===== src/rtl/b64e_pkg.sv =====
// shared types, constants and the sextet-to-character mapping for the base64 stream encoder
// no dependencies; used by the front, queue, back and top-level modules

package b64e_pkg;

  // job queue geometry
  localparam int unsigned QueueDepth = 2;
  localparam int unsigned QueueAw    = $clog2(QueueDepth);

  // character constants
  localparam logic [6:0] PadChar = 7'd61;

  // one classified byte: up to four output characters
  typedef struct packed {
    logic [3:0][6:0] chars;  // chars[0] goes out first
    logic [1:0]      cnt;    // number of characters minus one
    logic            last;   // final character carries the message end flag
  } job_t;

  // standard alphabet lookup
  function automatic logic [6:0] sextet_char(input logic [5:0] v);
    logic [6:0] ch;
    if (v < 6'd26) begin
      ch = 7'd65 + {1'b0, v};
    end else if (v < 6'd52) begin
      ch = 7'd71 + {1'b0, v};
    end else if (v < 6'd62) begin
      ch = {1'b0, v} - 7'd4;
    end else if (v == 6'd62) begin
      ch = 7'd43;
    end else begin
      ch = 7'd47;
    end
    return ch;
  endfunction

endpackage


===== src/rtl/base64_stream_encoder_core.sv =====
// base64 stream encoder: one byte in, base64 characters out with '=' padding
// an accepted byte's job goes into the queue; its characters then pass through the output register
// one character per cycle unless the output stalls; a byte gives 1 or 2 chars, a last byte up to 4
// bytes are taken every cycle while the two-entry job queue has room; the output port sets the pace
// reset: asynchronous active low, clears group phase, leftover bits, queue and output valid
// depends on b64e_pkg, b64e_front, b64e_queue, b64e_back

module base64_stream_encoder_core (
  input  logic       clk_i,
  input  logic       rst_ni,
  input  logic       s_axis_tvalid,
  output logic       s_axis_tready,
  input  logic [7:0] s_axis_tdata,   // [7:0] in_byte
  input  logic       s_axis_tlast,   // in_last
  output logic       m_axis_tvalid,
  input  logic       m_axis_tready,
  output logic [7:0] m_axis_tdata,   // [6:0] out_char, [7] zero
  output logic       m_axis_tlast    // out_last
);

  b64e_pkg::job_t push_job;
  b64e_pkg::job_t head_job;
  logic           push;
  logic           pop;
  logic           queue_full;
  logic           queue_empty;
  logic [6:0]     out_char;

  // accept and classify bytes
  b64e_front u_front (
    .clk_i        (clk_i),
    .rst_ni       (rst_ni),
    .in_valid_i   (s_axis_tvalid),
    .in_byte_i    (s_axis_tdata),
    .in_last_i    (s_axis_tlast),
    .queue_full_i (queue_full),
    .in_ready_o   (s_axis_tready),
    .push_o       (push),
    .job_o        (push_job)
  );

  // decoupling queue
  b64e_queue u_queue (
    .clk_i      (clk_i),
    .rst_ni     (rst_ni),
    .push_i     (push),
    .push_job_i (push_job),
    .pop_i      (pop),
    .full_o     (queue_full),
    .empty_o    (queue_empty),
    .head_o     (head_job)
  );

  // serialize characters
  b64e_back u_back (
    .clk_i       (clk_i),
    .rst_ni      (rst_ni),
    .empty_i     (queue_empty),
    .head_i      (head_job),
    .pop_o       (pop),
    .out_ready_i (m_axis_tready),
    .out_valid_o (m_axis_tvalid),
    .out_char_o  (out_char),
    .out_last_o  (m_axis_tlast)
  );

  assign m_axis_tdata = {1'b0, out_char};

endmodule


===== src/rtl/b64e_front.sv =====
// front end: accepts bytes, tracks group phase and leftover bits, builds character jobs
// depends on b64e_pkg

module b64e_front (
  input  logic             clk_i,
  input  logic             rst_ni,
  input  logic             in_valid_i,
  input  logic [7:0]       in_byte_i,
  input  logic             in_last_i,
  input  logic             queue_full_i,
  output logic             in_ready_o,
  output logic             push_o,
  output b64e_pkg::job_t   job_o
);

  localparam logic [1:0] PhaseZero = 2'd0;
  localparam logic [1:0] PhaseOne  = 2'd1;
  localparam logic [1:0] PhaseTwo  = 2'd2;

  logic [1:0] phase_q, phase_d;
  logic [3:0] left_q, left_d;
  logic       accept;

  assign in_ready_o = !queue_full_i;
  assign accept     = in_valid_i && !queue_full_i;
  assign push_o     = accept;

  // classify the byte and form its characters
  always_comb begin
    job_o       = '0;
    job_o.last  = in_last_i;
    phase_d     = PhaseOne;
    left_d      = {2'b00, in_byte_i[1:0]};
    unique case (phase_q)
      PhaseOne: begin
        job_o.chars[0] = b64e_pkg::sextet_char({left_q[1:0], in_byte_i[7:4]});
        job_o.cnt      = 2'd0;
        left_d         = in_byte_i[3:0];
        phase_d        = PhaseTwo;
      end
      PhaseTwo: begin
        job_o.chars[0] = b64e_pkg::sextet_char({left_q, in_byte_i[7:6]});
        job_o.chars[1] = b64e_pkg::sextet_char(in_byte_i[5:0]);
        job_o.cnt      = 2'd1;
        left_d         = 4'd0;
        phase_d        = PhaseZero;
      end
      default: begin
        job_o.chars[0] = b64e_pkg::sextet_char(in_byte_i[7:2]);
        job_o.cnt      = 2'd0;
        left_d         = {2'b00, in_byte_i[1:0]};
        phase_d        = PhaseOne;
      end
    endcase
    // message end: flush leftover bits and pad to four characters
    if (in_last_i) begin
      if (phase_d == PhaseOne) begin
        job_o.chars[1] = b64e_pkg::sextet_char({left_d[1:0], 4'b0000});
        job_o.chars[2] = b64e_pkg::PadChar;
        job_o.chars[3] = b64e_pkg::PadChar;
        job_o.cnt      = 2'd3;
      end else if (phase_d == PhaseTwo) begin
        job_o.chars[1] = b64e_pkg::sextet_char({left_d, 2'b00});
        job_o.chars[2] = b64e_pkg::PadChar;
        job_o.cnt      = 2'd2;
      end
      phase_d = PhaseZero;
      left_d  = 4'd0;
    end
  end

  // group state
  always_ff @(posedge clk_i or negedge rst_ni) begin
    if (!rst_ni) begin
      phase_q <= PhaseZero;
      left_q  <= 4'd0;
    end else if (accept) begin
      phase_q <= phase_d;
      left_q  <= left_d;
    end
  end

endmodule


===== src/rtl/b64e_queue.sv =====
// short job queue between the front end and the character serializer
// depends on b64e_pkg

module b64e_queue (
  input  logic             clk_i,
  input  logic             rst_ni,
  input  logic             push_i,
  input  b64e_pkg::job_t   push_job_i,
  input  logic             pop_i,
  output logic             full_o,
  output logic             empty_o,
  output b64e_pkg::job_t   head_o
);

  b64e_pkg::job_t                  slots_q [b64e_pkg::QueueDepth];
  logic [b64e_pkg::QueueAw-1:0]    wr_ptr_q, rd_ptr_q;
  logic [b64e_pkg::QueueAw:0]      count_q;

  assign full_o  = (count_q == (b64e_pkg::QueueAw+1)'(b64e_pkg::QueueDepth));
  assign empty_o = (count_q == '0);
  assign head_o  = slots_q[rd_ptr_q];

  // job storage
  always_ff @(posedge clk_i) begin
    if (push_i) begin
      slots_q[wr_ptr_q] <= push_job_i;
    end
  end

  // pointers and fill count
  always_ff @(posedge clk_i or negedge rst_ni) begin
    if (!rst_ni) begin
      wr_ptr_q <= '0;
      rd_ptr_q <= '0;
      count_q  <= '0;
    end else begin
      if (push_i) begin
        wr_ptr_q <= wr_ptr_q + 1'b1;
      end
      if (pop_i) begin
        rd_ptr_q <= rd_ptr_q + 1'b1;
      end
      if (push_i && !pop_i) begin
        count_q <= count_q + 1'b1;
      end else if (pop_i && !push_i) begin
        count_q <= count_q - 1'b1;
      end
    end
  end

endmodule


===== src/rtl/b64e_back.sv =====
// back end: walks each queued job into the output reg, one char/cycle while ready
// depends on b64e_pkg

module b64e_back (
  input  logic             clk_i,
  input  logic             rst_ni,
  input  logic             empty_i,
  input  b64e_pkg::job_t   head_i,
  output logic             pop_o,
  input  logic             out_ready_i,
  output logic             out_valid_o,
  output logic [6:0]       out_char_o,
  output logic             out_last_o
);

  logic [1:0] idx_q;
  logic       valid_q;
  logic [6:0] char_q;
  logic       last_q;
  logic       load;
  logic       final_char;

  assign load       = !empty_i && (!valid_q || out_ready_i);
  assign final_char = (idx_q == head_i.cnt);
  assign pop_o      = load && final_char;

  assign out_valid_o = valid_q;
  assign out_char_o  = char_q;
  assign out_last_o  = last_q;

  // character index within the head job, and output valid
  always_ff @(posedge clk_i or negedge rst_ni) begin
    if (!rst_ni) begin
      idx_q   <= 2'd0;
      valid_q <= 1'b0;
    end else begin
      if (load) begin
        idx_q <= final_char ? 2'd0 : idx_q + 2'd1;
      end
      if (load) begin
        valid_q <= 1'b1;
      end else if (out_ready_i) begin
        valid_q <= 1'b0;
      end
    end
  end

  // output payload
  always_ff @(posedge clk_i) begin
    if (load) begin
      char_q <= head_i.chars[idx_q];
      last_q <= head_i.last && final_char;
    end
  end

endmodule


===== config.mk =====
export PLATFORM = sky130hd
export DESIGN_NAME = base64_stream_encoder_core
export DESIGN_NICKNAME = d
export VERILOG_FILES = /design/src/rtl/b64e_pkg.sv /design/src/rtl/base64_stream_encoder_core.sv /design/src/rtl/b64e_front.sv /design/src/rtl/b64e_queue.sv /design/src/rtl/b64e_back.sv
export SDC_FILE = /design/constraint.sdc
export NUM_CORES = 1
export LEC_CHECK = 0
export BUFFER_PORTS_ARGS = -buffer_cell sky130_fd_sc_hd__buf_4
export CAP_MARGIN = 20
export CORE_MARGIN = 2
export CORE_UTILIZATION = 35
export DETAILED_ROUTE_END_ITERATION = 10
export MAX_ROUTING_LAYER = met4
export SLEW_MARGIN = 25
export SYNTH_ARGS = -nofsm -noshare
export SYNTH_HDL_FRONTEND = slang
export SYNTH_HIERARCHICAL = 1
export SYNTH_SLANG_ARGS = --single-unit

===== constraint.sdc =====
create_clock -name clk_i -period 3.7 [get_ports clk_i]
set_input_delay 0.185 -clock clk_i [delete_from_list [all_inputs] [get_ports clk_i]]
set_output_delay 0.185 -clock clk_i [all_outputs]
set_load 0.02 [all_outputs]

### After elaboration in Yosys (flattened, before gate mapping)

Memory sizes are Yosys's and may differ from the RTL's.
Cells that the tools add are included.

| operators by class | value |
|---|---|
| add/subtract/negate cells | 23 |
| order comparisons | 19 |
| eq/ne operators | 10 |
| mux-type cells | 44 |
| reductions and logical operators | 15 |

Operator list:

| kind | count |
|---|---|
| $mux W7 | 20 |
| $add A7 B6 Y7 const A | 12 |
| $lt A6 B6 Y1 const B | 12 |
| $sub A6 B3 Y7 const B | 6 |
| $lt A6 B5 Y1 const B | 6 |
| $eq A6 B6 Y1 const B | 4 |
| $mux W21 | 1 |
| $pmux W9 S2 | 1 |
| $bmux W7 S2 | 1 |
| $mux W14 | 1 |
| $mux W2 | 7 |
| $mux W13 | 1 |
| $mux W3 | 4 |
| $pmux W4 S2 | 1 |
| $eq A2 B2 Y1 const B | 3 |
| $logic_and A1 B1 Y1 | 6 |
| $mux W6 | 1 |
| $logic_not A1 Y1 | 5 |
| $add A2 B1 Y2 const B | 2 |
| $eq A2 B1 Y1 const B | 2 |
| $mux W1 | 4 |
| $mux W4 | 1 |
| $pmux W2 S2 | 1 |
| $reduce_bool A2 Y1 | 2 |
| 6 further kinds | 7 |

| word-level totals | value |
|---|---|
| register bits | 21 |
| RAM bits | 62 |
| memories kept | 1 |

Memory list:

| memory | words | bits a word | read ports | clocked after Yosys merged registers in | wr ports | line | text |
|---|---|---|---|---|---|---|---|
| u_queue.slots_q | 2 | 31 | 1 | 0 | 1 | b64e_queue.sv:15 | `b64e_pkg::job_t slots_q [b64e_pkg::QueueDepth];` |

### Logic depth before layout (Yosys ltp)

| logic depth | value |
|---|---|
| word-level depth | 9 |
| gate-level depth with buffers | 13 |
| gate-level depth less buffers | 11 |

### Cells and area by module

Netlist, hierarchy kept.

Modules (own cells, without submodules):

| module | times used | cells an instance | area each (um^2) | seq. area each (um^2) |
|---|---|---|---|---|
| b64e_queue | 1 | 113 | 2577.5 | 1961.9 |
| b64e_front | 1 | 348 | 2532.4 | 150.1 |
| b64e_back | 1 | 37 | 605.6 | 315.3 |
| base64_stream_encoder_core | 1 | 2 | 11.3 | 0.0 |

### Least setup slack after synthesis

OpenSTA, ideal clock, no wires.

| path | value |
|---|---|
| path kind | register -> register |
| start | register u_queue/count_q[1] (netlist name) |
| end | memory u_queue/slots_q[0][0] (netlist name) (enable) |
| arrival time | 2.454 ns |
| data required time | 3.277 ns |
| slack | 0.823 ns |
| cell stages (with the launch flop) | 6 |
| path buffers | 0 |
| period minus slack after synthesis | 2.877 ns |
| path through | dfrtp_1 nor2b_1 inv_1 nand2_1 inv_1 nor2b_1 |

| between the ends | value |
|---|---|
| longest elaborated chain between the ends | 5 |

RTL lines:

| what | line | text |
|---|---|---|
| start: declaration | b64e_queue.sv:17 | `logic [b64e_pkg::QueueAw:0] count_q;` |
| start signal: assignment | b64e_queue.sv:44 | `count_q <= count_q + 1'b1;` |
| start signal: assignment | b64e_queue.sv:46 | `count_q <= count_q - 1'b1;` |
| $eq A2 B2 Y1 | b64e_queue.sv:19 | `assign full_o = (count_q == (b64e_pkg::QueueAw+1)'(b64e_pkg::QueueDepth));` |
| via queue_full | base64_stream_encoder_core.sv:25 | `logic queue_full;` |
| $logic_not A1 Y1 | - |  |
| via s_axis_tready | base64_stream_encoder_core.sv:12 | `output logic s_axis_tready,` |
| $logic_and A1 B1 Y1 | b64e_front.sv:25 | `assign accept = in_valid_i && !queue_full_i;` |
| via push | base64_stream_encoder_core.sv:23 | `logic push;` |
| $mux W1 | b64e_queue.sv:25 | `if (push_i) begin` |
| $mux W1 (not written as such) | b64e_queue.sv:26 | `slots_q[wr_ptr_q] <= push_job_i;` |
| end: declaration | b64e_queue.sv:15 |  |

The timed path passes the listed nets, and every way through them passes these cells.

==> results.yml <==
global_route:
  grt_pass1_vias: 3802
  maximum_number_of_pins_on_one_net_before_global_route_repair: 32
  gr_usage_total_pct: 15.3
  residual_overflow_from_global_routing: 0
  grt_pass1_wl_um: 20600
  antenna_found_initial: 0
synthesis:
  yosys_register_bits: 83
  netlist_area_um2: 5730
  synth_cells: 500
  ys_warn_count: 6
  cell_variety_after_synth: 83
  synth_top_flop_cell: "edfxtp_1"
  synth-edff-count: 70
  asyncSetResetFlopFracSynth_pct: 15.7
  synth.avg_cell_area_um2: 11.5
  seq_area_frac_synth_pct: 42.4
timing:
  max-slew-margin-rel_pct: 43.2
  final_worst_path_period_need_ns: 3.07
  report.final.setup_viol: 0
  timing.clock.skew_ns: 0.00600
  hold_viol: 0
  tightest_slew_ns: 0.848
  finalMaxSlewViolations: 0
  period_share_pct: 83.1
  fmaxAchievable_mhz: 325
  rsz_0062_raised_after_global_routing: "false"
  fin_tns_setup_ns: 0
clocking:
  postCtsSetupBuffers: 0
  cts.path.max_buffers: 2
  clkTransAtPathRegs_ns: 0.06
  clock_sink_count: 83
  cts_buffers: 9
  worst_skew_pair_later_pin_latency_ns: 0.33
  clk_root_buffer_cell: "clkbuf_16"
  tritoncts: "built"
  cts-htree-levels: 3
floorplanning:
  starting_density_of_the_core_pct: 35.9
  placement_rows: 46
  io_pins: 24
  chipWidth_um: 132
  dieArea_um2: 17400
  floorplan.core_area_um2: 15900
  die-height_um: 132
placement:
  area_of_placed_instances_um2: 5830
  gp_routability_congestion: 0.904
  port-buffer-count: 22
  dp.final_hpwl_um: 8990
layout:
  most-common-layout-cells: "70 x edfxtp_1, 31 x inv_1, 29 x mux2_4, 25 x buf_4, 25 x ha_1"
  final_layout_size_suffix_gt1_share_pct: 20.0
  nNetsFinal: 529
  finish.instance_area_um2: 6150
  final_util_pct: 38.5
  layout-area-overhead-vs-synth_pct: 7.32
  most_frequent_standard_cell_in_the_layout_excluding_fill_and_tap_cells: "edfxtp_1"
  layout.filler_cells: 1554
  n_antenna_cell: 0
setup_path:
  critical_path_class: "reg2reg"
  crit_required_ns: 3.77
  cp_max_fo: 19
  regToRegStartpoint: "u_front/phase_q[0]$_DFFE_PN0P_"
  ff2ff_path_depth: 10
  r2r_setup_slack_ns: 0.63
  critPathArrivalTime_ns: 3.15
  cp-end-kind: "register"
  timing.rr.end: "u_queue/slots_q[1][14]$_DFFE_PP_"
  startpoint_type: "register"
route:
  drt_pass1_iterations: 5
  totalWireLength_um: 12800
  detailroute.via_count: 3917
  drt_iter0_markers: 378
  ant_nets: 0
  routed_wire_length_per_instance_um: 18.1
  via_per_inst: 5.51
  drc: 0
power_and_ir_drop:
  cellLeakagePower_nw: 2.26
  power.ir.vdd_worst_mv: 0.379
  power.total_mw: 4.46
  power.density_nw_per_um2: 725
min_path:
  hold_ep: "u_back/out_valid_o$_DFFE_PN0P_"
  hold_class: "in2reg"
  worst_hold_startpoint: "m_axis_tready"
  hold_path_cells: 3
run:
  max_cap_check_violation_count: 0
run_status:
  outcome: "finished clean"
-- worst max-delay path, stage by stage (launching register included) --
cell	delay, ns
dfrtp_1	0.37
inv_1	0.05
ha_1	0.48
nand2b_1	0.38
a2111oi_4	0.45
inv_1	0.11
fa_1	0.41
xnor2_1	0.14
nor2_1	0.08
nor2_1	0.05
a221o_1	0.28
-- registers in the layout, summed over array words and instances, names as in the netlist --
signal              cells
u_back/idx_q            2
u_back/out_char_o       7
u_back/out_last_o       1
u_back/out_valid_o      1
u_front/left_q          4
u_front/phase_q         2
u_queue/count_q         2
u_queue/rd_ptr_q        1
u_queue/slots_q        62
u_queue/wr_ptr_q        1
-- Yosys cell counts (6+ instances only) --
master | n | area share [%]
nand2_1 | 17 | 1.1
nor3_1 | 7 | 0.61
nand3_1 | 8 | 0.70
o21ai_0 | 24 | 2.1
buf_4 | 18 | 2.4
clkbuf_1 | 8 | 0.52
nor2b_1 | 6 | 0.66
mux4_2 | 7 | 2.8
ha_1 | 25 | 5.5
xnor2_1 | 15 | 2.3
a21o_1 | 8 | 1.0
edfxtp_1 | 70 | 37
a31oi_1 | 6 | 0.66
nand2b_1 | 11 | 1.2
a211oi_1 | 8 | 1.0
a221oi_1 | 7 | 1.1
a21oi_1 | 23 | 2.0
dfrtp_1 | 13 | 5.7
buf_2 | 13 | 1.1
nor2_1 | 19 | 1.2
mux2_4 | 29 | 7.6
buf_6 | 6 | 1.2
inv_1 | 31 | 2.0
-- cells by family after synthesis --
kind of cell,Yosys count,synth area share [%]
xor gates and xnor gates,21,3.34
DFF,83,42.4
adders and majority gates,26,5.81
and+or+nand+nor,102,9.88
muxes,44,11.8
AOI/OAI and AO/OA,140,18.1
buffers and inverters,82,8.50
other,2,0.131
-- layer usage --
| metal | share of wire [%] | routed length, µm | up-vias | global-route usage, % |
|---|---|---|---|---|
| met5 | 0 | 0 | - | - |
| met4 | 2.3 | 297 | 0 | 5.74 |
| met3 | 4.0 | 513 | 22 | 1.96 |
| met2 | 46 | 5870 | 126 | 23.2 |
| met1 | 48 | 6170 | 1909 | 21.0 |
| li1 | - | - | 1860 | - |
-- where the power goes --
part	leakage, nW	switching [mW]	internal, mW
Clock	0.141	0.362	0.527
Combinational	1.30	1.05	0.844
Sequential	0.818	0.207	1.47
-- stage by stage --
stage	setup WS (ns)	std cells	hold WS (ns)
6_report	0.625	711	0.181
5_1_grt	0.415	711	0.197
4_1_cts	0.602	711	0.162
3_5_place_dp	0.632	694	0.0438
3_3_place_gp	0.718	694	0.0390
2_1_floorplan	0.823	503	-0.111
-- worst max-delay path by stage --
stage                                       end  cells past startpoint                      startpoint
2_1_floorplan   u_queue/slots_q[0][0]$_DFFE_PP_                      5  u_queue/count_q[1]$_DFFE_PN0P_
3_3_place_gp   u_queue/slots_q[0][14]$_DFFE_PP_                     10  u_front/phase_q[0]$_DFFE_PN0P_
3_5_place_dp   u_queue/slots_q[1][15]$_DFFE_PP_                     10  u_front/phase_q[0]$_DFFE_PN0P_
4_1_cts        u_queue/slots_q[1][14]$_DFFE_PP_                     10  u_front/phase_q[0]$_DFFE_PN0P_
5_1_grt        u_queue/slots_q[1][14]$_DFFE_PP_                     10  u_front/phase_q[0]$_DFFE_PN0P_
6_report       u_queue/slots_q[1][14]$_DFFE_PP_                     10  u_front/phase_q[0]$_DFFE_PN0P_
-- what timing repair did --
item,4_1_cts,5_1_grt
endpoints found under the hold margin,13,0
setup endpoints to repair,0,0
hold buffers,1,0
resized for setup,0,0
-- final cells by class --
| class | instances | area [µm²] | area share (%) |
|---|---|---|---|
| Multi-Input combinational cell | 338 | 2830 | 46.0 |
| Clock inverter | 7 | 77.6 | 1.26 |
| Clock buffer | 9 | 225 | 3.66 |
| Tap cell | 216 | 270 | 4.40 |
| Inverter | 32 | 120 | 1.95 |
| Timing Repair Buffer | 26 | 198 | 3.22 |
| Sequential cell | 83 | 2430 | 39.5 |
Power figures use the tool's default switching activity.
